--- src/wlfo_pkg.sv ---
// Shared constants, types and table functions for the wavetable LFO.
package wlfo_pkg;

	localparam int TABLE_SIZE          = 2048;
	localparam int MAX_STEPS           = 128;
	localparam int PHASE_FRACTION_BITS = 16;

	localparam int TB = $clog2(TABLE_SIZE);
	localparam int SB = $clog2(MAX_STEPS);
	localparam int NB = $clog2(MAX_STEPS + 1);
	localparam int AW = (TB > SB) ? TB : SB;
	localparam int PB = TB + PHASE_FRACTION_BITS;
	localparam int VW = 17;
	localparam int MB = (PHASE_FRACTION_BITS + 1 > VW) ? PHASE_FRACTION_BITS + 1 : VW;
	localparam int PW = VW + MB;
	localparam int DCW = $clog2(NB + 1);

	localparam int OP_W   = 3;
	localparam int ADDR_W = 11;
	localparam int CFG_AW = 3;
	localparam int CFG_DW = 27;
	localparam int INC_W  = 27;

	localparam logic [VW-1:0] ONE_Q16    = VW'(65536);
	localparam logic [MB-1:0] FRAC_WHOLE = MB'(1) << PHASE_FRACTION_BITS;
	localparam logic [15:0]   NOISE_SEED = 16'hACE1;
	localparam logic [15:0]   NOISE_TAPS = 16'hB400;
	localparam longint        Q30        = 64'sd1073741824;

	typedef enum logic [OP_W-1:0] {
		OP_TICK, OP_NOTE_ON, OP_NOTE_OFF, OP_ALL_OFF, OP_WR_CUSTOM, OP_WR_STEP
	} op_t;

	typedef enum logic [2:0] {
		WF_SINE, WF_TRIANGLE, WF_SAW, WF_SQUARE, WF_RANDOM, WF_CUSTOM, WF_STEPS
	} wave_t;

	typedef enum logic [CFG_AW-1:0] {
		CR_WAVEFORM, CR_PHASE_INC, CR_LOOP, CR_LEGATO,
		CR_STEP_COUNT, CR_FADE_EN, CR_FADE_BASE, CR_FADE_COEF
	} cfg_reg_t;

	typedef enum logic [2:0] {
		SRC_SINE, SRC_TRI, SRC_SAW, SRC_SQUARE, SRC_CUSTOM, SRC_STEP
	} src_t;

	typedef enum logic [3:0] {
		ST_IDLE, ST_NOTE_RD, ST_NOTE_WB, ST_TICK, ST_DIV, ST_STEP_RD, ST_STEP_WB,
		ST_END_WB, ST_RD_B, ST_MUL_B, ST_MIX, ST_FADE, ST_FADE_WB, ST_OUT_MUL, ST_OUT
	} state_t;

	typedef struct packed {
		logic          en;
		src_t          src;
		logic [AW-1:0] addr;
	} rd_req_t;

	typedef struct packed {
		logic          custom_en;
		logic          step_en;
		logic [AW-1:0] addr;
		logic [VW-1:0] data;
	} wr_req_t;

	typedef logic [VW-1:0] sine_rom_t [TABLE_SIZE];

	// cos(pi/2 * t), t and result in Q30
	function automatic longint quarter_cos(longint t);
		longint coef [7] = '{64'sd1073741824, 64'sd1324675879, 64'sd272375560,
			64'sd22401995, 64'sd987047, 64'sd27061, 64'sd506};
		longint u;
		longint p;
		longint s;
		longint term;
		u = (t * t) >>> 30;
		p = Q30;
		s = Q30;
		for (int k = 1; k < 7; k++) begin
			p = (p * u) >>> 30;
			term = (coef[k] * p) >>> 30;
			if ((k % 2) == 1) s = s - term;
			else s = s + term;
		end
		if (s < 0) s = 0;
		if (s > Q30) s = Q30;
		return s;
	endfunction

	function automatic logic [VW-1:0] sine_entry(int i);
		longint p;
		longint quad;
		longint r;
		longint t;
		longint c;
		longint mag;
		p = 4 * longint'(i);
		quad = p / TABLE_SIZE;
		r = p % TABLE_SIZE;
		t = (r <<< 30) / TABLE_SIZE;
		if (quad == 0 || quad == 2) c = quarter_cos(t);
		else c = quarter_cos(Q30 - t);
		mag = (c * 32768 + Q30 / 2) >>> 30;
		if (quad == 1 || quad == 2) return VW'(32768 - mag);
		return VW'(32768 + mag);
	endfunction

	function automatic sine_rom_t build_sine();
		sine_rom_t rom;
		for (int i = 0; i < TABLE_SIZE; i++) rom[i] = sine_entry(i);
		return rom;
	endfunction

	// triangle, saw and square entries, floored Q16
	function automatic logic [VW-1:0] shape_entry(src_t src, logic [TB-1:0] i);
		int twoi;
		int saw;
		logic upper;
		twoi = (int'(i) * 131072) / TABLE_SIZE;
		saw = (int'(i) * 65536) / TABLE_SIZE;
		upper = i[TB-1];
		unique case (src)
			SRC_TRI:    return upper ? VW'(twoi - 65536) : VW'(65536 - twoi);
			SRC_SAW:    return VW'(saw);
			SRC_SQUARE: return upper ? '0 : ONE_Q16;
			default:    return '0;
		endcase
	endfunction

endpackage

--- src/wlfo_mul.sv ---
// Shared multiplier with registered product.
module wlfo_mul (
	input  logic                    clk,
	input  logic [wlfo_pkg::VW-1:0] a,
	input  logic [wlfo_pkg::MB-1:0] b,
	output logic [wlfo_pkg::PW-1:0] p_s1
);
	import wlfo_pkg::*;

	always_ff @(posedge clk) begin
		p_s1 <= PW'(a) * PW'(b);
	end

endmodule

--- config.mk ---
export PLATFORM = sky130hd
export DESIGN_NAME = wlfo_mul
export DESIGN_NICKNAME = d
export VERILOG_FILES = /design/src/wlfo_pkg.sv /design/src/wlfo_mul.sv
export SDC_FILE = /design/constraint.sdc
export NUM_CORES = 1
export LEC_CHECK = 0
export ABC_AREA = 0
export BUFFER_PORTS_ARGS = -buffer_cell sky130_fd_sc_hd__buf_2
export CORE_AREA = 4 4 178 128
export DETAILED_ROUTE_END_ITERATION = 12
export DIE_AREA = 0 0 182 132
export HOLD_SLACK_MARGIN = 0.06
export MAX_ROUTING_LAYER = met4
export PLACE_DENSITY = 0.76
export SKIP_CTS_REPAIR_TIMING = 1
export SLEW_MARGIN = 30
export SYNTH_ARGS = -nofsm -noshare
export SYNTH_HDL_FRONTEND = slang
export SYNTH_SLANG_ARGS = --single-unit
--- constraint.sdc ---
create_clock -name clk -period 8.6 [get_ports clk]
set_input_delay 0.43 -clock clk [delete_from_list [all_inputs] [get_ports clk]]
set_output_delay 0.43 -clock clk [all_outputs]
set_load 0.05 [all_outputs]
# Word-level counts from Yosys, hierarchy flattened
# Index checks and enable logic that the tools add are counted.
# totals
reg_bits	34
out_inout_bits	34
# classes
mul	1
# ops
operator	n
$mul A17 B17 Y34	1

# Depth between registers and ports, before layout
# Gate-level depths: netlist of run 1.
# logic_depth
ltp_word	1
depth_mapped	21

# Worst setup path before layout of run 1
# Ideal clock, no wire load.
# synth_timing
kind	input to register
from	input b[2] (netlist bit)
to	register p_s1[32] (netlist bit)
setup_ns	0.091
arrival_ns	5.508
slack_ns	3.001
path_stages	19
n_path_buf	2
cell_sequence	clkbuf_1 nand2_1 fa_1 fa_1 inv_1 fa_1 fa_1 fa_1 inv_1 fa_1 inv_1 ha_1 clkbuf_1 a21oi_1 o21a_1 nand2_1 a2111oi_2 o21ai_0 a311oi_1
# synth_via
elab_chain_cells	1
# synth_lines
item	line	source
start: declaration	wlfo_mul.sv:5	input logic [wlfo_pkg::MB-1:0] b,
$mul A17 B17 Y34	wlfo_mul.sv:11	p_s1 <= PW'(a) * PW'(b);
end signal: assignment	wlfo_mul.sv:11	
end: declaration	wlfo_mul.sv:6	output logic [wlfo_pkg::PW-1:0] p_s1
# No other way between the ends.

# Final worst setup path of run 1
# layout_timing
from	input a[9] (netlist bit)
to	register p_s1[32] (netlist bit)
# layout_via
elab_chain_cells	1
# layout_lines
item	line	source
start: declaration	wlfo_mul.sv:4	input logic [wlfo_pkg::VW-1:0] a,
$mul A17 B17 Y34	wlfo_mul.sv:11	
# No other way between the ends.

==> results of run 1 <==
## kinds of logic (layout without fill, tap and decap cells)
group	Yosys count	count (layout)
AO/OA/AOI/OAI	87	87
XOR/XNOR	27	27
adder cells (fa/ha/maj)	332	332
buffers and inverters	331	365
flip-flops	34	34
multiplexers	1	1
AND/OR/NAND/NOR	370	370
## final cells by class
type                            count  area (sq um)  area share, %
Inverter                          289          1080           9.76
Timing Repair Buffer               68           340           3.06
Tap cell                          282           353           3.17
Multi-Input combinational cell    817          8460           76.1
Clock buffer                        5           125           1.13
Clock inverter                      3          68.8          0.619
Sequential cell                    34           681           6.12
## per-layer routing
metal	vias to the layer above	wire length (microns)
met1	3919	10300
li1	3567	-
met2	288	11300
met5	-	0
met4	0	381
met3	28	1710
## cells in the final DEF (no fill, tap or decap), drive strengths merged, types with 2 or more instances in the layout
cell type / instances
a2111oi: 3
a211oi: 3
a21o: 6
a21oi: 30
a221oi: 2
a31oi: 3
and2: 128
and3: 3
buf: 68
bufinv: 2
clkbuf: 5
dfxtp: 34
fa: 224
ha: 108
inv: 289
nand2: 193
nand3: 10
nand4: 8
nor2: 13
nor2b: 2
nor3: 4
nor3b: 3
o2111a: 2
o2111ai: 2
o211ai: 4
o21a: 5
o21ai: 15
o21bai: 3
or3: 2
xnor2: 18
xor2: 9
## stage by stage
stage	std cells	hold WS, ns	utilization (%)	area [sq um]	worst slack (ns)
floorplan	1182	0.557	-	10400	3.00
global placement	1490	0.858	51.4	10900	2.41
detailed placement	1490	0.865	51.4	10900	2.37
CTS	1498	0.557	52.3	11100	2.65
global route	1498	0.576	52.4	11100	2.37
finish	1498	0.565	52.4	11100	2.66
## how the worst min path moves through the flow
stage          startpoint         endpoint  slack, ns  cells past startpoint
6_report             a[0]  p_s1[0]$_DFF_P_       0.56                      2
5_1_grt              a[0]  p_s1[0]$_DFF_P_       0.58                      2
4_1_cts              a[0]  p_s1[0]$_DFF_P_       0.56                      2
3_5_place_dp         a[0]  p_s1[0]$_DFF_P_       0.86                      2
3_3_place_gp         a[0]  p_s1[0]$_DFF_P_       0.86                      2
2_1_floorplan        b[0]  p_s1[0]$_DFF_P_       0.56                      1
## worst max-delay path: stages
cell                        delay, ns
sky130_fd_sc_hd__buf_2           0.34
sky130_fd_sc_hd__nand2_1         0.15
sky130_fd_sc_hd__fa_1            0.55
sky130_fd_sc_hd__inv_1           0.06
sky130_fd_sc_hd__fa_1            0.48
sky130_fd_sc_hd__fa_1            0.68
sky130_fd_sc_hd__fa_1            0.50
sky130_fd_sc_hd__fa_1            0.51
sky130_fd_sc_hd__inv_1           0.05
sky130_fd_sc_hd__fa_1            0.47
sky130_fd_sc_hd__inv_1           0.04
sky130_fd_sc_hd__ha_1            0.37
sky130_fd_sc_hd__a21oi_1         0.21
sky130_fd_sc_hd__o21a_1          0.20
sky130_fd_sc_hd__nand2_1         0.08
sky130_fd_sc_hd__a2111oi_2       0.44
sky130_fd_sc_hd__o21ai_0         0.24
sky130_fd_sc_hd__a311oi_1        0.32
==> results.md, run 1 <==
- After Yosys synthesis, XOR and XNOR cells account for 2.28% of the synthesized area.
- The area added between synthesis and finish is 7.04%.
- The number of buffers on the longest clock path is 2.
- The fmax is 168 MHz.
- The placer congestion estimate is 0.923.
- The most common cell in the netlist is sky130_fd_sc_hd__inv_1.
- The flip-flop count of the largest register, all copies and words added is 34.
- The worst setup path is launched from an input port.
- The initial antenna violation count is 0.
- In the final layout, the registers with the most flip-flops are p_s1 (34).
- Setup violations remaining at the end of the flow were counted as 0.
- The worst path needs 5.94 ns of the cycle, external delays included.
- The share of final-layout standard cells stronger than drive strength 1 is 6.83%.
- The cell chosen for the clock root is sky130_fd_sc_hd__clkbuf_16.
- The number of max-cap violations is 0.
- The via count normalized by instance count is 5.21.
- The required time of the worst setup path is 8.80 ns.
- The share of the synthesized area in the top cell type is 43.2%.
- The CTS tree is yes.
- The met3 usage in global routing is 3.89%.
- In the synthesized netlist the dominant register cell turns out to be sky130_fd_sc_hd__dfxtp_1.
- The number of global-route vias before repair is 8340.
- The distinct cell type count of the synthesized netlist is 47.
- The part of the Yosys area used for sequential elements is 6.56%.
- The run finished with clean final reports.
- Counting instances in the post-synthesis netlist gives the leading cell types as sky130_fd_sc_hd__inv_1 (289), sky130_fd_sc_hd__fa_1 (224), sky130_fd_sc_hd__nand2_1 (193).
- The endpoint arrival time on the critical path is 6.14 ns.
- The first global-routing pass estimated 40900 microns of wire.
- Clock-pin slew was measured on the worst setup and hold paths at 0.06 ns.
- The total count of max-transition violations in the final report is 0.
- The area fraction in compound gates after synthesis is 5.68%.
- Tracing the worst setup path back leads to its startpoint at a[9].
- The largest net degree at the start of global routing is 18.
- The initial utilization of the core area, before any placement, comes to 48.9%.
- The global routing stage identified its most utilized layer as met2.
- Of the available clock period, the critical path in the final layout requires 69.0%.
- The hold violation count in the final report is 0.
- The final layout contains 1582 nets.
- The synthesized netlist cell count is 1182.
- The H-tree was split into 2 levels.
- Measured against its own limit, the worst slew margin works out to 52.6%.
- The capturing element type of the critical path is a register.
- The total congestion overflow is 0.
- The mux cell area share after synthesis is 0.108%.
- The routed via count is 7802.
- The wire length per cell is 15.8 microns.
- The placed wire-length estimate is 19600 microns.
- The arithmetic-cell share of the synthesized area counting full adders, half adders and majority gates is 56.2%.
- The top-level port count is 69.
- The repair_antennas step left the layout with diodes totalling 0.
- The number of clock buffers inserted by TritonCTS is 5.
- The floorplan step set the die height to 132 microns.
- The cell taking the most area after synthesis is sky130_fd_sc_hd__fa_1.
- The path category of the worst min-delay check is in2reg.
- The floorplan step defined a core boundary enclosing 21200 sq um.
- The post-synthesis average cell area is 8.78 sq um.
- The number of port buffers is 68.
- The number of inserted filler cells in the final layout is 1997.
- Setup repair after global routing left no endpoint under its margin.
- Before antenna repair, the detailed router went through 5 iterations.
- The post-synthesis instance area is 10400 sq um.
- Counting flops and latches in the post-synthesis netlist gives 34.
- The register with the most flip-flops in the final layout is p_s1.
- For the pin with the worst max-slew slack, the measured transition is 0.709 ns.
- Once detail routing completed, the nets flagged for antenna violations numbered 0.
- The kind of critical path is in2reg.
- The sink count of the clock tree is 34.
- The die area is 24000 sq um.
- For this block, the initial DRC count from the detailed router was 448.
- The number of nets in the synthesized netlist is 1549.
- Global routing consumed, over all layers together, 21.3% of the routing resources.
- The worst setup path endpoint is p_s1[32]$_DFF_P_.
- After synthesis, the cell types taking the most area are sky130_fd_sc_hd__fa_1 (43%), sky130_fd_sc_hd__ha_1 (13%), sky130_fd_sc_hd__inv_1 (10%).
- The aggregate routed wire length is 23700 microns.
- The number of synthesized flops with an enable pin is 0.
- The die extent in x is 182 microns.
- Along the worst path, the maximum fanout reaches 17.
- The met1 layer usage reported by global route is 29.7%.
- Global routing consumed, on the met2 layer, 33.5% of the routing resources.
- Row generation in the floorplan step produced 45 rows.
- After synthesis, the share of flip-flops with an asynchronous set or reset is 0%.
- The number of warnings issued by yosys is 0.
- The simple logic cell fraction of the synthesized area is 17.2%.
- The largest family of logic cells by synthesized area is adder cells.
- The count of unresolved DRC violations after routing is 0.
- The aggregate negative setup slack is 0 ns.
Power of run 1 is not shown: default switching activity piles up to over one toggle a cycle in this logic, so the estimate is an artifact.
==> run 2: changes to the inputs <==
--- a/config.mk
+++ b/config.mk
@@ -12,7 +12,7 @@
 export DIE_AREA = 0 0 182 132
 export HOLD_SLACK_MARGIN = 0.06
 export MAX_ROUTING_LAYER = met4
-export PLACE_DENSITY = 0.76
+export PLACE_DENSITY = 0.79
 export SKIP_CTS_REPAIR_TIMING = 1
 export SLEW_MARGIN = 30
 export SYNTH_ARGS = -nofsm -noshare
==> constraint.sdc (replaced) <==
create_clock -name clk -period 5.3 [get_ports clk]
set_input_delay 0.265 -clock clk [delete_from_list [all_inputs] [get_ports clk]]
set_output_delay 0.265 -clock clk [all_outputs]
set_load 0.05 [all_outputs]
==> results.md, run 2 (synthesis results as in run 1) <==
- The aggregate routed wire length is 26000 microns (+9.7%).
- The total congestion overflow is 0 (unchanged).
- The flip-flop count of the largest register, all copies and words added is 34 (unchanged).
- The antenna diode count is 0 (unchanged).
- The number of global-route vias before repair is 9160 (+9.8%).
- The share of the clock period used by the worst path is 98.0%.
- The wire length per cell is 16.0 microns (+1.2%).
- In the final layout, the registers with the most flip-flops are p_s1 (34).
- The number of port buffers is 68 (unchanged).
- The number of max-cap violations is 0 (unchanged).
- The endpoint arrival time on the critical path is 5.39 ns (-0.75 ns).
- The cell chosen for the clock root is sky130_fd_sc_hd__clkbuf_16.
- In the layout the commonest cells are sky130_fd_sc_hd__inv_1 (289), sky130_fd_sc_hd__fa_1 (224), sky130_fd_sc_hd__nand2_1 (192).
- The most frequent standard cell in the layout excluding fill and tap cells is sky130_fd_sc_hd__inv_1.
- The area occupied by multi-input gates is 8660 sq um (+2.4%).
- The kind of critical path is in2reg.
- The library cell contributing the largest single delay on the critical path is sky130_fd_sc_hd__fa_1.
- The cell repeated most along the worst path is sky130_fd_sc_hd__fa_1.
- The floorplan core area is 21200 sq um (unchanged).
- The fmax is 193 MHz.
- The final design utilization is 58.1% (+5.7 points).
- The number of nets in the layout is 1708 (+8.0%).
- The run finished with clean final reports.
- The required time of the worst setup path is 5.50 ns (-3.30 ns).
- The share of final-layout standard cells stronger than drive strength 1 is 18.0% (+11 points).
- The hold violation count in the final report is 0 (unchanged).
- The number of placement rows is 45 (unchanged).
- The number of buffers on the longest clock path is 2 (unchanged).
- The placer congestion estimate came to 0.946 (+2.4%).
- The maximum net fanout on the critical path is 9 (-8).
- The starting density of the core is 48.9% (unchanged).
- The post-CTS clock slew at the launch and capture registers of the worst setup and hold paths is 0.06 ns (about the same).
- The cell depth of the worst hold path is 3 (+1).
- TritonCTS built the clock tree.
- The total count of max-transition violations in the final report came to 0 (unchanged).
- The largest net degree at the start of global routing came to 18 (unchanged).
- The remaining max-slew budget at the tightest pin is 65.5% (+13 points).
- The sink count of the clock tree came to 34 (unchanged).
- The die area is 24000 sq um (unchanged).
- The path category of the worst min-delay check is in2reg.
- The area taken by flip-flops and latches is 681 sq um (unchanged).
- The signal on the critical path passes through clkbuf_4 > nand2_1 > fa_1 > inv_1 > fa_1 > inv_1 > fa_1 > inv_1 > fa_1 > fa_1 > inv_1 > fa_1 > inv_1 > ha_1 > a21oi_2 > or2_4 > nand2_1 > a2111oi_4 > o21ai_2 > a311oi_2.
- The cell count after placement came to 1612 (+8.2%).
- The number of clock buffers inserted by TritonCTS is 5 (unchanged).
- The top-level port count is 69 (unchanged).
- The via count normalized by instance count was 5.20 (-0.18%).
- The smallest clock period supported by the final layout is computed as 5.19 ns.
- The wire length of the first global-routing pass is 43300 microns (+5.9%).
- The final standard cell count with taps included and fillers excluded is 1624 (+8.4%).
- The number of DRC markers in iteration 0 came to 488 (+8.9%).
- The routed via count is 8443 (+8.2%).
- The number of iterations in the first detailed-routing pass is 5 (unchanged).
- The count of nets left with antenna violations after detail routing came to 0 (unchanged).
- The aggregate negative setup slack is 0 ns (unchanged).
- The worst setup path is launched from an input port.
- Setup repair after global routing could not meet its margin everywhere.
- The amount of wire on met3 after detailed routing is 1880 microns (+9.8%).
- The die extent in x came to 182 microns (unchanged).
- The maximum cell stage delay along the critical path is 0.54 ns (-0.14 ns).
- The number of setup violations in the final report is 0 (unchanged).
- The placed wire-length estimate is 22100 microns (+13%).
- The vertical die dimension is 132 microns (unchanged).
- The total track usage is 22.5% (+1.2 points).
- The capturing element type of the critical path is a register.
- The initial antenna violation count is 0 (unchanged).
- The top layer used by detailed routing is met4.
- The routed length on met1 is 10600 microns (+2.6%).
- The depth of the CTS H-tree came to 2 (unchanged).
- The number of inserted filler cells in the final layout was 1804 (-9.7%).
- The register with the most flip-flops is p_s1.
- The amount of wire on met2 after detailed routing is 12900 microns (+14%).
- The area added between synthesis and finish is 18.8%.
- The count of unresolved DRC violations after routing is 0 (unchanged).
- The slew of the pin with the lowest slew margin is 0.515 ns (-0.194 ns).
==> run 2: layer usage <==
metal | GRT usage, % | vias up
met3 | 4.08 | 63
met5 | - | -
met1 | 29.0 | 4237
met4 | 5.63 | 0
li1 | - | 3827
met2 | 37.1 | 316
==> run 2: per-stage QoR <==
step | setup WS (ns) | instance area, sq um | hold slack (ns)
final | 0.107 | 12300 | 0.463
after CTS | -0.174 | 12100 | 0.453
after global placement | -0.275 | 11900 | 0.734
after detailed placement | -0.444 | 11900 | 0.735
after global routing | -0.0532 | 12300 | 0.495
after floorplan | -0.0524 | 10400 | 0.392
==> run 2: layout make-up <==
| cell class | instances | share of cell area (%) |
|---|---|---|
| well taps | 282 | 2.86 |
| flip-flops and latches | 34 | 5.52 |
| clock buffers | 5 | 1.01 |
| clock inverters | 3 | 0.558 |
| repair buffers | 194 | 11.0 |
| multi-input cells | 817 | 70.2 |
| inverters | 289 | 8.80 |
==> run 2: final timing paths <==
path                  slack (ns)  start          endpoint
worst min-delay path        0.46   a[0]   p_s1[0]$_DFF_P_
worst max-delay path        0.11   b[8]  p_s1[32]$_DFF_P_
==> run 2: critical path, delay by kind of cell <==
family	cells	cell delay, ns
and+or+nand+nor	3	0.36
adders and majority gates	7	3.38
buffers and inverters	6	0.44
AOI/OAI and AO/OA	4	0.94
Power of run 2 is left out for the same reason.
